**src/rtl/ata_pkg.sv**
```systemverilog
// Package: shared constants, types and arctangent table for the tilt angle unit.
package ata_pkg;

	localparam int IterCount = 20;
	localparam int SqW       = 32;             // a^2 + b^2 reaches 2^31 at full scale
	localparam int RadW      = SqW + 16;       // radicand: sum << 16
	localparam int RootW     = 24;             // floor(sqrt(sum << 16)) < 2^24
	localparam int MagW      = 25;             // cordic operand width
	localparam int CxW       = 27;             // x grows by about 1.65
	localparam int CyW       = 27;
	localparam int CzW       = 27;             // signed angle accumulator
	localparam int AngW      = 15;
	localparam int RootSteps = 24;
	localparam int PayW      = 3 * 17;         // sign and magnitude of each axis
	localparam logic [CzW-1:0] ZMax = CzW'(9000 * 4096);
	localparam logic [13:0]    RightAngle = 14'd9000;

	typedef logic signed [15:0] sample_t;
	typedef logic signed [AngW-1:0] angle_t;

	// one cordic job: numerator, denominator, sign of the result
	typedef struct packed {
		logic [MagW-1:0] num;
		logic [MagW-1:0] den;
		logic            neg;
	} job_t;

	function automatic logic [CzW-1:0] atan_entry(input logic [4:0] i);
		logic [CzW-1:0] r;
		case (i)
			5'd0:  r = CzW'(18432000);
			5'd1:  r = CzW'(10881045);
			5'd2:  r = CzW'(5749245);
			5'd3:  r = CzW'(2918407);
			5'd4:  r = CzW'(1464867);
			5'd5:  r = CzW'(733147);
			5'd6:  r = CzW'(366663);
			5'd7:  r = CzW'(183343);
			5'd8:  r = CzW'(91673);
			5'd9:  r = CzW'(45837);
			5'd10: r = CzW'(22918);
			5'd11: r = CzW'(11459);
			5'd12: r = CzW'(5730);
			5'd13: r = CzW'(2865);
			5'd14: r = CzW'(1432);
			5'd15: r = CzW'(716);
			5'd16: r = CzW'(358);
			5'd17: r = CzW'(179);
			5'd18: r = CzW'(90);
			5'd19: r = CzW'(45);
			default: r = '0;
		endcase
		return r;
	endfunction

endpackage

```
**src/rtl/ata_root_pipe.sv**
```systemverilog
// Pipelined integer square root: one result bit per stage, payload carried alongside.
module ata_root_pipe (
	input  logic                      clk,
	input  logic                      arst_n,
	input  logic                      en,
	input  logic                      in_valid,
	input  logic [ata_pkg::SqW-1:0]   in_sq,
	input  logic [ata_pkg::PayW-1:0]  in_pay,
	output logic                      out_valid,
	output logic [ata_pkg::RootW-1:0] out_root,
	output logic [ata_pkg::PayW-1:0]  out_pay
);
	localparam int N  = ata_pkg::RootSteps;
	localparam int RW = ata_pkg::RadW + 1;

	logic [RW-1:0]            rem_s  [N+1];
	logic [N-1:0]             res_s  [N+1];
	logic [ata_pkg::PayW-1:0] pay_s  [N+1];
	logic                     vld_s  [N+1];

	always_comb begin
		rem_s[0] = RW'({in_sq, 16'd0});
		res_s[0] = '0;
		pay_s[0] = in_pay;
		vld_s[0] = in_valid;
	end

	// restoring root, one bit per stage from the top
	for (genvar k = 0; k < N; k++) begin : g_stage
		localparam int B = N - 1 - k;
		logic [RW-1:0] trial;
		logic [RW-1:0] rem_nx;
		logic [N-1:0]  res_nx;
		always_comb begin
			trial  = (RW'(res_s[k]) << (B + 1)) | (RW'(1) << (2 * B));
			rem_nx = rem_s[k];
			res_nx = res_s[k];
			if (rem_s[k] >= trial) begin
				rem_nx = rem_s[k] - trial;
				res_nx = res_s[k] | (N'(1) << B);
			end
		end
		always_ff @(posedge clk or negedge arst_n) begin
			if (!arst_n) begin
				vld_s[k+1] <= 1'b0;
			end else if (en) begin
				vld_s[k+1] <= vld_s[k];
			end
		end
		always_ff @(posedge clk) begin
			if (en) begin
				rem_s[k+1] <= rem_nx;
				res_s[k+1] <= res_nx;
				pay_s[k+1] <= pay_s[k];
			end
		end
	end

	assign out_valid = vld_s[N];
	assign out_root  = res_s[N];
	assign out_pay   = pay_s[N];
endmodule

```
**config.mk**
```make
export PLATFORM = sky130hd
export DESIGN_NAME = ata_root_pipe
export DESIGN_NICKNAME = d
export VERILOG_FILES = /design/src/rtl/ata_pkg.sv /design/src/rtl/ata_root_pipe.sv
export SDC_FILE = /design/constraint.sdc
export NUM_CORES = 2
export LEC_CHECK = 0
export ABC_AREA = 1
export CORE_MARGIN = 10
export CORE_UTILIZATION = 64
export CTS_CLUSTER_DIAMETER = 30
export DETAILED_ROUTE_END_ITERATION = 6
export DONT_BUFFER_PORTS = 1
export PLACE_DENSITY_LB_ADDON = 0.15
export SETUP_SLACK_MARGIN = 0.05
export SKIP_CTS_REPAIR_TIMING = 1
export SYNTH_ARGS = -nofsm -noshare
export SYNTH_HDL_FRONTEND = slang
export SYNTH_SLANG_ARGS = --single-unit
export TNS_END_PERCENT = 10
```
**constraint.sdc**
```tcl
create_clock -name clk -period 2.7 [get_ports clk]
set_input_delay 0.54 -clock clk [delete_from_list [all_inputs] [get_ports clk]]
set_output_delay 0.54 -clock clk [all_outputs]
set_load 0.01 [all_outputs]
```
After elaboration in Yosys (flattened, before gate mapping)

Index checks and enable logic that the tools add are counted.
Widths: inputs -> output; s select.

$add $sub $neg: 23
Magnitude comparators: 24
Multiplexer cells: 24

Operator list:

| kind             | count |
|---|---|
| $mux 49          | 22 |
| $ge 49x25->1     | 1 |
| $ge 49x26->1     | 1 |
| $ge 49x27->1     | 1 |
| $ge 49x28->1     | 1 |
| $ge 49x29->1     | 1 |
| $ge 49x30->1     | 1 |
| $ge 49x31->1     | 1 |
| $ge 49x32->1     | 1 |
| $ge 49x33->1     | 1 |
| $ge 49x34->1     | 1 |
| $ge 49x35->1     | 1 |
| $ge 49x36->1     | 1 |
| $ge 49x37->1     | 1 |
| $ge 49x38->1     | 1 |
| $ge 49x39->1     | 1 |
| $ge 49x40->1     | 1 |
| $ge 49x41->1     | 1 |
| $ge 49x42->1     | 1 |
| $ge 49x43->1     | 1 |
| $ge 49x44->1     | 1 |
| $ge 49x45->1     | 1 |
| $ge 49x46->1     | 1 |
| $ge 49x47->1     | 1 |
| other kinds (26) | 26 |

Register bits: 2951
Input port bits: 87
Output and inout port bits: 76

Depth between registers and ports, before layout

Word-level depth: 2
Depth in mapped cells: 15
Gate-level depth less buffers: 15

Least setup slack after synthesis

OpenSTA, ideal clock, no wires.

Path kind: register to register
Start point: reg rem_s[153] (netlist name)
End point: reg rem_s[124] (netlist name), data pin
Library setup time: 253 ps
Data arrival time: 1993 ps
Slack: 454 ps
Stages on the path, launching flop included: 13
Path buffers: 0
Cells stage by stage: edfxtp_1 -> ha_1 -> fa_1 -> nand3_1 -> nand3_1 -> nand2_1 -> nand3_1 -> nand2_1 -> nand2_1 -> nand2_1 -> nand3_1 -> nand3_1 -> nand2_1

Word-level cells in the longest chain between the ends: 2

RTL lines:

| item                                           | RTL line                                 | RTL |
|---|---|---|
| from (decl)                                    | ata_root_pipe.sv:16                      | `logic [RW-1:0] rem_s [N+1];` |
| from (signal, indexed assignment)              | ata_root_pipe.sv:52                      | `rem_s[k+1] <= rem_nx;` |
| $sub 49x27->49 or $ge 49x27->1 (tied branches) | ata_root_pipe.sv:39, ata_root_pipe.sv:38 |  |
| $mux 49 *                                      | ata_root_pipe.sv:38                      | `if (rem_s[k] >= trial) begin` |
| via g_stage[21].rem_nx[26]                     | ata_root_pipe.sv:32                      | `logic [RW-1:0] rem_nx;` |

The timed path passes the listed nets; every way through them passes the cells marked *.
A chain may end at the register's enable or synchronous reset.

Worst setup path after layout

Start point: reg rem_s[972] (netlist name)
End point: reg rem_s[927] (netlist name), data pin

Word-level cells in the longest chain between the ends: 2

RTL lines:

| item                                           | RTL line |
|---|---|
| $sub 49x43->49 or $ge 49x43->1 (tied branches) | ata_root_pipe.sv:39, ata_root_pipe.sv:38 |
| $mux 49 *                                      | ata_root_pipe.sv:38 |
| via g_stage[5].rem_nx[45]                      | ata_root_pipe.sv:32 |

Marks and branches as above.

==> run_results.csv <==
group,metric,value,unit
sta,worst_hold_slack,0.00500,ns
logic_synthesis,yosysTopAreaCell,"edfxtp_1",
logic_synthesis,synth_top_area_share,67.0,%
critical_path,path_delay_family,"simple AND/OR/NAND/NOR gates",
logic_synthesis,synth_edf_count,2332,
sta,setup_tns,-9.64,ns
logic_synthesis,synth_most_common_cell,"nand2_1",
logic_synthesis,syn_inst,9277,
critical_path,end_kind,"flop",
critical_path,r2r-start,"rem_s[972]",
worst_hold_path,hold_path_class,"input port to flop",
placed_design,port_buffers,0,
route,vias,73000,
sta,rsz0062_at_grt,"yes",
critical_path,cp.arrival,3.87,ns
grt,grt_util_met1,38.0,%
placed_design,dpl_worst_slack,-2.40,ns
critical_path,required,3.40,ns
sta,fin_crit_sh,118,%
cells_and_area,num_antenna_cells,0,
sta,fmax,315,MHz
grt,grt_pass1_wl,411000,um
worst_hold_path,worstHoldStart,"in_sq[31]",
critical_path,crit_slowest_cell,"nor3_1",
placed_design,placed_area,108000,um^2
critical_path,cpMostUsedCell,"nand2_1",
placed_design,place_congestion,0.950,
route,routed_wl,288000,um
critical_path,crit_chain,"ha_1 -> nand2_1 -> nor3_1 -> nand2_1 -> nand4_1 -> xor2_1 -> nand2_1 -> inv_1",
clocking,cts.path.max_buffers,4,
cells_and_area,final_core_util,75.4,%
critical_path,slowest_delay,0.83,ns
sta,setup_ws,-0.473,ns
logic_synthesis,synth_area,105000,um^2
grt,grt_max_degree,273,
job,drv_cap,0,
sta,finalClockSkew,0.117,ns
route,first_iter_violations,9634,
floorplan,core,163000,um^2
grt,grtUsageMet2,48.4,%
clocking,path_clk_slew,0.06,ns
route,wl_per_cell,23.5,um
logic_synthesis,ys.warnings.count,0,
clocking,numClockSinks,2356,
placed_design,placed_cells,11500,
cells_and_area,final_cells,12300,
route,drc_errors,88,
grt,antenna_found_initial,3,
grt,overflow,0,
sta,worst_pin_slew,1.37,ns
floorplan,initial_core_util,64.3,%
logic_synthesis,yosys-top-cells-area,"edfxtp_1, nand2_1, inv_1",
critical_path,r2r_slack,-0.47,ns
grt,grt_util_met3,6.13,%
power_and_ir_drop,peakVddDrop,1.14,mV
floorplan,die_h,424,um
logic_synthesis,ys_seq_elements,2356,
route,dr.pass1.iters,7,
logic_synthesis,ys_types,60,
sta,slew_violations,0,
route,ant_nets,0,
outcome,status,"finished with violations",
power_and_ir_drop,leakage,49.9,nW
clocking,cts_root_buf,"clkbuf_16",
floorplan,placementRows,148,
critical_path,reg2reg_to,"rem_s[927]",
sta,timing.final.crit_period,3.17,ns
critical_path,path_max_fanout,6,
logic_synthesis,syn_nets,9678,
placed_design,hpwl,167000,um
critical_path,start_kind,"flop",
logic_synthesis,synthArstFlopShare,1.02,%
floorplan,die_area,180000,um^2
logic_synthesis,ys_seq_area_share,67.6,%
cells_and_area,nets,10200,
power_and_ir_drop,total_power,113,mW
worst_hold_path,min_to,"rem_s[1174]",
critical_path,reg2regPathDepth,8,
clocking,h-tree-depth,5,
logic_synthesis,synth.avg_cell_area,11.3,um^2
clocking,cts_tree,"yes",
clocking,cts_inserted_buffers,387,
route,vias_per_cell,5.94,
sta,slew_headroom,8.34,%
cells_and_area,layout-drive-gt1-share,9.67,%
grt,grt_pass1_vias,70300,
sta,finalSetupViolCount,72,
grt,track_usage,29.5,%
cells_and_area,area_growth,17.2,%
logic_synthesis,synth_flop_cell,"edfxtp_1",
worst_hold_path,hold_depth,2,
logic_synthesis,synth_common_cells,"nand2_1, edfxtp_1, inv_1",
critical_path,path_class,"flop to flop",
floorplan,io_pins,163,
power_and_ir_drop,cellPowerDensity,924,nW/um^2
cells_and_area,fillCellCount,10000,
cells_and_area,finalInstanceArea,123000,um^2
critical_path,crit_buf_inv,1,
grt,grt_busiest_layer,"met2",
floorplan,die_w,424,um
sta,finalHoldViolCount,0,
outcome,violations,"design-rule violations, negative setup slack",
clocking,clk_latency,1.00,ns
==> state kept, by name (all words and copies together) (netlist names) <==
name           cells
out_root          24
g_stage.trial    276
out_valid          1
vld_s             23
pay_s           1173
rem_s            808
out_pay           51
==> cells in the final DEF, fill, tap and decap left out, types with 16 or more instances in the layout <==
| master | n |
|---|---|
| nor2_1 | 774 |
| or2_2 | 17 |
| nand2_1 | 2331 |
| clkinv_2 | 53 |
| clkinv_4 | 30 |
| xnor2_1 | 155 |
| o21bai_1 | 25 |
| nand4_1 | 162 |
| and2_1 | 17 |
| clkbuf_16 | 400 |
| buf_4 | 146 |
| bufinv_16 | 48 |
| nand3_2 | 17 |
| nand3b_1 | 58 |
| nand3_1 | 419 |
| a21oi_2 | 22 |
| ha_1 | 296 |
| o21ai_1 | 68 |
| clkinv_1 | 42 |
| dlygate4sd3_1 | 85 |
| nor4_1 | 62 |
| clkbuf_1 | 31 |
| nand2_2 | 22 |
| inv_1 | 1269 |
| clkinvlp_4 | 39 |
| a21oi_1 | 381 |
| a21o_1 | 19 |
| inv_8 | 16 |
| o21ai_2 | 17 |
| edfxtp_1 | 2332 |
| xor2_1 | 125 |
| nor3_1 | 132 |
| o21ai_0 | 262 |
| dfrtp_1 | 24 |
| inv_6 | 35 |
==> power breakdown <==
part           total (mW)  switching [mW]  internal (mW)
combinational        15.9            10.9           5.03
clock                49.9            18.6           31.3
sequential           47.3            2.81           44.5
total                 113            32.3           80.9
==> worst max-delay path by stage <==
stage | startpoint | endpoint | slack (ns) | cells past startpoint
global placement | en | rem_s[809] | -2.27 | 5
finish | rem_s[972] | rem_s[927] | -0.47 | 8
floorplan | rem_s[153] | rem_s[124] | 0.45 | 12
detailed placement | en | rem_s[808] | -2.40 | 5
CTS | en | g_stage[8].trial[33] | -1.48 | 5
global route | g_stage[18].trial[29] | rem_s[292] | -0.37 | 8
==> cells by family after synthesis <==
kind of cell,Yosys count,share of synthesized area (%)
xor gates and xnor gates,283,2.37
adders and majority gates,314,3.81
buffers and inverters,1411,5.50
and+or+nand+nor,4073,16.4
DFF,2356,67.6
AOI/OAI and AO/OA,840,4.31
==> final cells by class <==
type                       instances  area [um^2]  share of cell area [%]
inverter                        1283         4840                    3.95
clock buffer                     423         9900                    8.08
timing repair buffer             270         2860                    2.33
tap                             2175         2720                    2.22
clock inverter                   271         3060                    2.50
multi-input combinational       5510        28500                    23.3
sequential                      2356        70600                    57.6
==> routing by layer <==
layer,part of all wire [%],up-vias
met4,6.3,4
met5,0.0073,-
met1,37,34000
met2,47,4883
met3,9.5,1350
li1,-,32700
Note: power is estimated with default switching activity, not from simulation.
