===== config.mk =====
export PLATFORM = sky130hd
export DESIGN_NAME = ata_cordic_pipe
export DESIGN_NICKNAME = d
export VERILOG_FILES = /design/src/rtl/ata_pkg.sv /design/src/rtl/ata_cordic_pipe.sv
export SDC_FILE = /design/constraint.sdc
export NUM_CORES = 2
export LEC_CHECK = 0
export BUFFER_PORTS_ARGS = -buffer_cell sky130_fd_sc_hd__buf_2
export CORE_MARGIN = 5
export CORE_UTILIZATION = 30
export DETAILED_ROUTE_END_ITERATION = 10
export HOLD_SLACK_MARGIN = 0.1
export PLACE_DENSITY = 0.54
export SETUP_SLACK_MARGIN = 0.3
export SYNTH_ARGS = -nofsm -noshare
export SYNTH_HDL_FRONTEND = slang
export SYNTH_SLANG_ARGS = --single-unit
export TNS_END_PERCENT = 20

===== constraint.sdc =====
create_clock -name clk -period 4.84 [get_ports clk]
set_input_delay 0.726 -clock clk [delete_from_list [all_inputs] [get_ports clk]]
set_output_delay 0.726 -clock clk [all_outputs]
set_load 0.05 [all_outputs]

===== src/rtl/ata_pkg.sv =====
// Package: shared constants, types and arctangent table for the tilt angle unit.
package ata_pkg;

	localparam int IterCount = 20;
	localparam int SqW       = 32;             // a^2 + b^2 reaches 2^31 at full scale
	localparam int RadW      = SqW + 16;       // radicand: sum << 16
	localparam int RootW     = 24;             // floor(sqrt(sum << 16)) < 2^24
	localparam int MagW      = 25;             // cordic operand width
	localparam int CxW       = 27;             // x grows by about 1.65
	localparam int CyW       = 27;
	localparam int CzW       = 27;             // signed angle accumulator
	localparam int AngW      = 15;
	localparam int RootSteps = 24;
	localparam int PayW      = 3 * 17;         // sign and magnitude of each axis
	localparam logic [CzW-1:0] ZMax = CzW'(9000 * 4096);
	localparam logic [13:0]    RightAngle = 14'd9000;

	typedef logic signed [15:0] sample_t;
	typedef logic signed [AngW-1:0] angle_t;

	// one cordic job: numerator, denominator, sign of the result
	typedef struct packed {
		logic [MagW-1:0] num;
		logic [MagW-1:0] den;
		logic            neg;
	} job_t;

	function automatic logic [CzW-1:0] atan_entry(input logic [4:0] i);
		logic [CzW-1:0] r;
		case (i)
			5'd0:  r = CzW'(18432000);
			5'd1:  r = CzW'(10881045);
			5'd2:  r = CzW'(5749245);
			5'd3:  r = CzW'(2918407);
			5'd4:  r = CzW'(1464867);
			5'd5:  r = CzW'(733147);
			5'd6:  r = CzW'(366663);
			5'd7:  r = CzW'(183343);
			5'd8:  r = CzW'(91673);
			5'd9:  r = CzW'(45837);
			5'd10: r = CzW'(22918);
			5'd11: r = CzW'(11459);
			5'd12: r = CzW'(5730);
			5'd13: r = CzW'(2865);
			5'd14: r = CzW'(1432);
			5'd15: r = CzW'(716);
			5'd16: r = CzW'(358);
			5'd17: r = CzW'(179);
			5'd18: r = CzW'(90);
			5'd19: r = CzW'(45);
			default: r = '0;
		endcase
		return r;
	endfunction

endpackage


===== src/rtl/ata_cordic_pipe.sv =====
// Pipelined vectoring CORDIC: one micro-rotation per stage, ends in rounding and sign.
module ata_cordic_pipe (
	input  logic            clk,
	input  logic            arst_n,
	input  logic            en,
	input  logic            in_valid,
	input  ata_pkg::job_t   in_job,
	output logic            out_valid,
	output ata_pkg::angle_t out_angle
);
	localparam int N = ata_pkg::IterCount;

	// carry the zero numerator and zero denominator flags with the data
	logic signed [ata_pkg::CxW-1:0] x_s  [N+1];
	logic signed [ata_pkg::CyW-1:0] y_s  [N+1];
	logic signed [ata_pkg::CzW-1:0] z_s  [N+1];
	logic                           ng_s [N+1];
	logic                           zn_s [N+1];
	logic                           zd_s [N+1];
	logic                           vl_s [N+1];
	logic                           vld_s1;
	ata_pkg::angle_t                ang_s1;

	always_comb begin
		x_s[0]  = ata_pkg::CxW'(in_job.den);
		y_s[0]  = ata_pkg::CyW'(in_job.num);
		z_s[0]  = '0;
		ng_s[0] = in_job.neg;
		zn_s[0] = (in_job.num == '0);
		zd_s[0] = (in_job.den == '0);
		vl_s[0] = in_valid;
	end

	for (genvar i = 0; i < N; i++) begin : g_rot
		logic signed [ata_pkg::CxW-1:0] xn;
		logic signed [ata_pkg::CyW-1:0] yn;
		logic signed [ata_pkg::CzW-1:0] zn;
		always_comb begin
			if (!y_s[i][ata_pkg::CyW-1]) begin
				xn = x_s[i] + (y_s[i] >>> i);
				yn = y_s[i] - (x_s[i] >>> i);
				zn = z_s[i] + $signed(ata_pkg::atan_entry(5'(i)));
			end else begin
				xn = x_s[i] - (y_s[i] >>> i);
				yn = y_s[i] + (x_s[i] >>> i);
				zn = z_s[i] - $signed(ata_pkg::atan_entry(5'(i)));
			end
		end
		always_ff @(posedge clk or negedge arst_n) begin
			if (!arst_n) begin
				vl_s[i+1] <= 1'b0;
			end else if (en) begin
				vl_s[i+1] <= vl_s[i];
			end
		end
		always_ff @(posedge clk) begin
			if (en) begin
				x_s[i+1]  <= xn;
				y_s[i+1]  <= yn;
				z_s[i+1]  <= zn;
				ng_s[i+1] <= ng_s[i];
				zn_s[i+1] <= zn_s[i];
				zd_s[i+1] <= zd_s[i];
			end
		end
	end

	logic [ata_pkg::CzW-1:0] zc;
	logic [ata_pkg::CzW-1:0] zr;
	logic [13:0]             mag;
	always_comb begin
		zc = z_s[N][ata_pkg::CzW-1] ? '0 : ata_pkg::CzW'(z_s[N]);
		if (zc > ata_pkg::ZMax) begin
			zc = ata_pkg::ZMax;
		end
		zr  = zc + ata_pkg::CzW'(2048);
		mag = zr[25:12];
		if (zn_s[N]) begin
			mag = '0;
		end else if (zd_s[N]) begin
			mag = ata_pkg::RightAngle;
		end
	end

	always_ff @(posedge clk or negedge arst_n) begin
		if (!arst_n) begin
			vld_s1 <= 1'b0;
		end else if (en) begin
			vld_s1 <= vl_s[N];
		end
	end
	always_ff @(posedge clk) begin
		if (en) begin
			ang_s1 <= ng_s[N] ? -$signed({1'b0, mag}) : $signed({1'b0, mag});
		end
	end

	assign out_valid = vld_s1;
	assign out_angle = ang_s1;
endmodule


**Word level (Yosys, flattened, before mapping)**

Index checks and enable logic that the tools add are counted.

- Output and inout bits: 16
- Bits in registers: 1606

- Reductions and logical operators: 2
- Mux-type cells: 59
- $lt $le $gt $ge: 1
- $add $sub $neg: 110

Operators with widths:

| operator | count |
|---|---|
| $mux W27 | 53 |
| $add A27 B25 Y27 | 3 |
| $sub A27 B25 Y27 | 3 |
| $add A27 B10 Y27 | 2 |
| $add A27 B11 Y27 | 2 |
| $add A27 B12 Y27 | 2 |
| $add A27 B13 Y27 | 2 |
| $add A27 B14 Y27 | 2 |
| $add A27 B15 Y27 | 2 |
| $add A27 B16 Y27 | 2 |
| $add A27 B17 Y27 | 2 |
| $add A27 B18 Y27 | 2 |
| $add A27 B19 Y27 | 2 |
| $add A27 B20 Y27 | 2 |
| $add A27 B21 Y27 | 2 |
| $add A27 B22 Y27 | 2 |
| $add A27 B23 Y27 | 2 |
| $add A27 B24 Y27 | 2 |
| $sub A27 B10 Y27 | 2 |
| $sub A27 B11 Y27 | 2 |
| $sub A27 B12 Y27 | 2 |
| $sub A27 B13 Y27 | 2 |
| $sub A27 B14 Y27 | 2 |
| $sub A27 B15 Y27 | 2 |
| other kinds (58) | 71 |

**Logic depth before layout (Yosys ltp)**

- Depth in word-level cells: 8
- Gate-level depth with buffers: 20
- Gate-level depth less buffers: 20

**Least setup slack after synthesis**

OpenSTA, ideal clock, no wires.

- Kind: flip-flop to flip-flop
- From: register x_s[176] (netlist bit)
- To: register y_s[161] (netlist bit), data pin
- Library setup time: 258 ps
- Required time: 4582 ps
- Slack: 447 ps
- Stages on the path, launching flop included: 19
- Data arrival time: 4135 ps
- Cells stage by stage: edfxtp_1 > inv_1 > ha_1 > nand2_1 > nor3_1 > nand2_1 > nor4b_1 > a21oi_1 > ha_1 > a21o_1 > a21o_1 > a2111oi_0 > o211ai_1 > nand4_1 > and4b_1 > o21ai_1 > a21o_1 > a21oi_1 > xnor2_1

- Longest elaborated chain between the ends: 2
- Elaborated cells between the ends (all ways): 3
- Those cells by class: add/sub (2); mux (1)

RTL lines:

| element | RTL line | RTL |
|---|---|---|
| start: declaration | ata_cordic_pipe.sv:14 | `logic signed [ata_pkg::CxW-1:0] x_s [N+1];` |
| start signal: indexed assignment | ata_cordic_pipe.sv:58 | `x_s[i+1] <= xn;` |
| $sub A27 B13 Y27 / $add A27 B13 Y27 (equally long branches) | ata_cordic_pipe.sv:41, ata_cordic_pipe.sv:45 |  |
| $mux W27 * | ata_cordic_pipe.sv:39 | `if (!y_s[i][ata_pkg::CyW-1]) begin` |
| named net g_rot[14].yn, one bit | ata_cordic_pipe.sv:36 | `logic signed [ata_pkg::CyW-1:0] yn;` |
| end signal: indexed assignment | ata_cordic_pipe.sv:59 | `y_s[i+1] <= yn;` |
| end: declaration | ata_cordic_pipe.sv:15 | `logic signed [ata_pkg::CyW-1:0] y_s [N+1];` |

Mark *: on every way through the listed nets, which the timed path passes. The rest lies on a longest branch.
A chain may end at the register's enable or synchronous reset.

**Final worst setup path**

- From: register y_s[390] (netlist bit)
- To: register x_s[376] (netlist bit), data pin

- Longest elaborated chain between the ends: 2
- Elaborated cells between the ends (all ways): 3
- Those cells by class: add/sub (2); mux (1)

RTL lines:

| element | RTL line | RTL |
|---|---|---|
| $add A27 B21 Y27 / $sub A27 B21 Y27 (equally long branches) | ata_cordic_pipe.sv:40, ata_cordic_pipe.sv:44 |  |
| $mux W27 * | ata_cordic_pipe.sv:39 |  |
| named net g_rot[6].xn, one bit | ata_cordic_pipe.sv:35 | `logic signed [ata_pkg::CxW-1:0] xn;` |

Marks and branches as above.

==> impl_results.md <==
* Count of input and output buffers at 70
* Aggregate global-route resource usage at 13.42%
* Critical Path End Type: flop
* Global routing met1 resource utilization at 17.44%
* Number of placement rows at between 200 and 250
* Number of synthesized register bits at roughly 1500
* TritonCTS clock tree: done
* Achievable Freq at 226.9 MHz
* Pin slew with the least headroom to its limit at 1297 ps
* Number of max-capacitance violations reported at 0
* Hold path endpoint: y_s[514]$_DFFE_PP_
* Number of nets produced by synthesis at between 10000 and 15000
* Post-CTS clock slew at the launch and capture registers of the worst setup and hold paths at about 60 ps
* Classification of the worst setup path: reg2reg
* Async set-reset flop share out of synthesis at approximately 1.4%
* Chip width at approximately 640 um
* Chip height at 641.3 um
* RSZ-0062 raised after global routing: true
* Initial Utilization at between 30 and 40%
* Detailed Route WL at about 280000 um
* Final weighted congestion in routability-driven placement at 0.8649
* Ordered list of cells on the worst path: or4_1, or3_1, nor2_1, nand2_1, or2_2, nor2_1, nor2_1, xnor2_1, ha_1, a21o_1, a21oi_1, nand3b_1, nor3_2, nor3_1, or3_1, a21oi_1, xnor2_1
* CP peak stage delay at 620 ps
* DRC marker count from the first detailed-route iteration at approximately 4600
* Count of placed standard cells including taps at roughly 18000
* Hold Vio Cnt, Final at 0
* Post-Layout Inst Area at roughly 130000 um^2
* Buffer cell driving the clock tree root: sky130_fd_sc_hd__clkbuf_16
* Global routing usage on met3 at 1.460%
* Most common cell after layout, fill and taps aside: sky130_fd_sc_hd__edfxtp_1
* Share of post-route cells with drive strength above 1 at 6.747%
* WP data arrival at slightly below 5000 ps
* Min Tclk post-route at around 4400 ps
* Number of fill cells in the layout at roughly 40000
* Source-to-sink clock delay at the later pin of the worst-skew pair at approximately 840 ps
* CP dominant cell by count: sky130_fd_sc_hd__nor2_1
* Type of the worst min-delay path: in2reg
* Commonest cells after routing, fill and taps aside: sky130_fd_sc_hd__edfxtp_1, sky130_fd_sc_hd__ha_1, sky130_fd_sc_hd__a21oi_1, sky130_fd_sc_hd__xnor2_1, sky130_fd_sc_hd__nor2_1
* Num CTS Buffers at 182
* Number of detailed-route iterations in the first pass at 6
* Share of the clock period used by the worst path at between 90% and 100%
* Total DRC errors in the routed layout at 0
* Synthesized area divided by synthesized cell count at a little under 10 um^2
* Core occupancy in the finished layout at 33.93%
* Critical-path top delay cell: sky130_fd_sc_hd__or4_1
* Worst EP required at ~5400 ps
* Die footprint at about 400000 um^2
* Number of vias after detailed routing at roughly 89000
* Number of antenna violations at the first check in global routing at 4
* Count of yosys warnings during synthesis at 0
* Hold depth at 1
* Number of nets with antenna violations after detailed routing at 0
* Synth Flop Type: sky130_fd_sc_hd__edfxtp_1
* Summed instance area of the synthesized netlist at 119600 um^2
* Final cell count without fillers at 17920
* Post-route setup TNS at 0 ps
* Clock skew after layout at about 42 ps
* Most used routing layer in global routing: met2
* Register-to-register path setup slack at roughly 430 ps
* Number of global-route vias before repair at approximately 86000
* Core Region at around 400000 um^2
* Placed Area at between 100000 and 150000 um^2
* Final routed wire length divided by cell count at approximately 16 um
* Total number of clock tree sinks at between 1500 and 2000
* FF-to-FF path depth at 17
* Number of ports placed on the die boundary at 71
* Number of distinct library cells after synthesis at 91
* Total number of H-tree levels at 4
* Launching point of the worst reg2reg path: y_s[390]$_DFFE_PP_
* Pin count of the biggest net entering global routing at 120
* Endpoints failing setup at 0
* Worst setup SP type: flop
* Global-route wire length before repair at around 460000 um
* Area grow syn2layout at 12.52%
* Gate count of the mapped netlist at between 10000 and 15000
* Max Root-Sink Buffers at 4
* Via density per instance at ~5
* Register area share after synthesis at between 30% and 40%
* Global routing usage on met2 at between 20% and 30%
* Crit path max fanout at 4
* Hold path startpoint: en
* Worst slew slack as a fraction of its limit at between 10 and 15%
* Detailed placement HPWL at about 230000 um
* FF-to-FF End: x_s[376]$_DFFE_PP_
* Number of synthesized flops with an enable pin at between 1000 and 1500
* Count of nets after finishing at ~14000
* Status: completed
* Remaining global-route overflow at 0
* Pins over their slew limit at 0
[layer usage]
| metal | up-vias | routed length (um) |
|---|---|---|
| li1 | 45570 | - |
| met1 | 41280 | 130500 |
| met2 | 1248 | 136700 |
| met3 | 426 | 8970 |
| met4 | 0 | 8170 |
| met5 | - | 0 |
[worst max-delay path by stage]
stage,startpoint,endpoint,slack (ps),cells past startpoint
global route,y_s[286]$_DFFE_PP_,x_s[268]$_DFFE_PP_,160,16
global placement,y_s[491]$_DFFE_PP_,x_s[485]$_DFFE_PP_,160,18
floorplan,x_s[176]$_DFFE_PP_,y_s[161]$_DFFE_PP_,450,18
finish,y_s[390]$_DFFE_PP_,x_s[376]$_DFFE_PP_,430,17
detailed placement,y_s[492]$_DFFE_PP_,x_s[485]$_DFFE_PP_,120,18
CTS,x_s[360]$_DFFE_PP_,y_s[349]$_DFFE_PP_,230,15
[cell type report]
cell class | instances | area (um^2) | share of cell area, %
diodes | 1 | 2.502 | 0.001860
clock buffers | 217 | 4758 | 3.537
clock inverters | 103 | 1015 | 0.7543
inverters | 598 | 2245 | 1.668
multi-input cells | 9903 | 72230 | 53.69
flip-flops and latches | 1502 | 45000 | 33.45
well taps | 5242 | 6559 | 4.875
repair buffers | 350 | 2725 | 2.026
[through the flow]
| stage | hold WS [ps] | setup WS (ps) |
|---|---|---|
| floorplan | 400.3 | 446.7 |
| global placement | 400.3 | 158.4 |
| detailed placement | 404.5 | 117.3 |
| CTS | 278.6 | 234.2 |
| global route | 301.4 | 159.3 |
| finish | 304.6 | 432.1 |
[critical path: cells and delay by family (launching register included)]
kind	cells	cell delay, ps
adders and majority gates	1	340
and+or+nand+nor	11	2590
xor gates and xnor gates	2	220
DFF	1	420
AOI/OAI and AO/OA	3	570
[state kept, by name (all words and copies together), names as in the netlist]
signal and count:
out_angle 15, out_valid 1, ng_s 20, vl_s 20, z_s 454, x_s 467, zd_s 20, y_s 485
zn_s 20
[Yosys cell counts, types with 44 or more instances]
cell type | n | share of area (%)
sky130_fd_sc_hd__a21oi_1 | 1252 | 5.2
sky130_fd_sc_hd__nor4_1 | 112 | 0.59
sky130_fd_sc_hd__nand2b_1 | 170 | 0.89
sky130_fd_sc_hd__a21o_1 | 547 | 3.4
sky130_fd_sc_hd__ha_1 | 1425 | 15
sky130_fd_sc_hd__a31oi_1 | 122 | 0.64
sky130_fd_sc_hd__o211ai_1 | 47 | 0.30
sky130_fd_sc_hd__a211oi_1 | 94 | 0.59
sky130_fd_sc_hd__mux2_2 | 58 | 0.55
sky130_fd_sc_hd__o21a_1 | 168 | 1.1
sky130_fd_sc_hd__nand3_1 | 209 | 0.87
sky130_fd_sc_hd__fa_1 | 48 | 0.80
sky130_fd_sc_hd__clkbuf_1 | 121 | 0.38
sky130_fd_sc_hd__and2_1 | 51 | 0.27
sky130_fd_sc_hd__and3_1 | 104 | 0.54
sky130_fd_sc_hd__xnor2_1 | 1183 | 8.7
sky130_fd_sc_hd__o31ai_1 | 47 | 0.30
sky130_fd_sc_hd__edfxtp_1 | 1481 | 37
sky130_fd_sc_hd__nor2b_1 | 192 | 1.0
sky130_fd_sc_hd__o21ai_0 | 560 | 2.3
sky130_fd_sc_hd__inv_1 | 596 | 1.9
sky130_fd_sc_hd__nand4_1 | 65 | 0.34
sky130_fd_sc_hd__nor3_1 | 294 | 1.2
sky130_fd_sc_hd__nor2_1 | 1124 | 3.5
sky130_fd_sc_hd__xor2_1 | 570 | 4.2
sky130_fd_sc_hd__or3_1 | 78 | 0.41
sky130_fd_sc_hd__or2_2 | 44 | 0.23
sky130_fd_sc_hd__nand2_1 | 589 | 1.8
sky130_fd_sc_hd__o21bai_1 | 195 | 1.2
[repair_timing]
item / CTS / global route
hold endpoints to repair: 23 / 0
resized for setup: 4 / 99
endpoints found under the setup margin: 12 / 119
pin swaps: 0 / 9
buffers inserted: 0 / 33
hold buffers: 3 / 0
[cells by family (layout without fill, tap and decap cells)]
logic type | Yosys count | count (layout) | share of synthesized area [%]
AO/OA/AOI/OAI | 3445 | 3445 | 18.17
AND/OR/NAND/NOR | 3155 | 3155 | 12.60
XOR/XNOR | 1753 | 1753 | 12.84
flip-flops | 1502 | 1502 | 37.63
adder cells (fa/ha/maj) | 1473 | 1473 | 15.72
buffers and inverters | 743 | 1268 | 2.335
multiplexers | 77 | 77 | 0.7053
other | 0 | 1 | 0
Power is left out: the tool's default activity adds up to more than one toggle a clock period on the data nets, which glitch-free logic cannot reach.
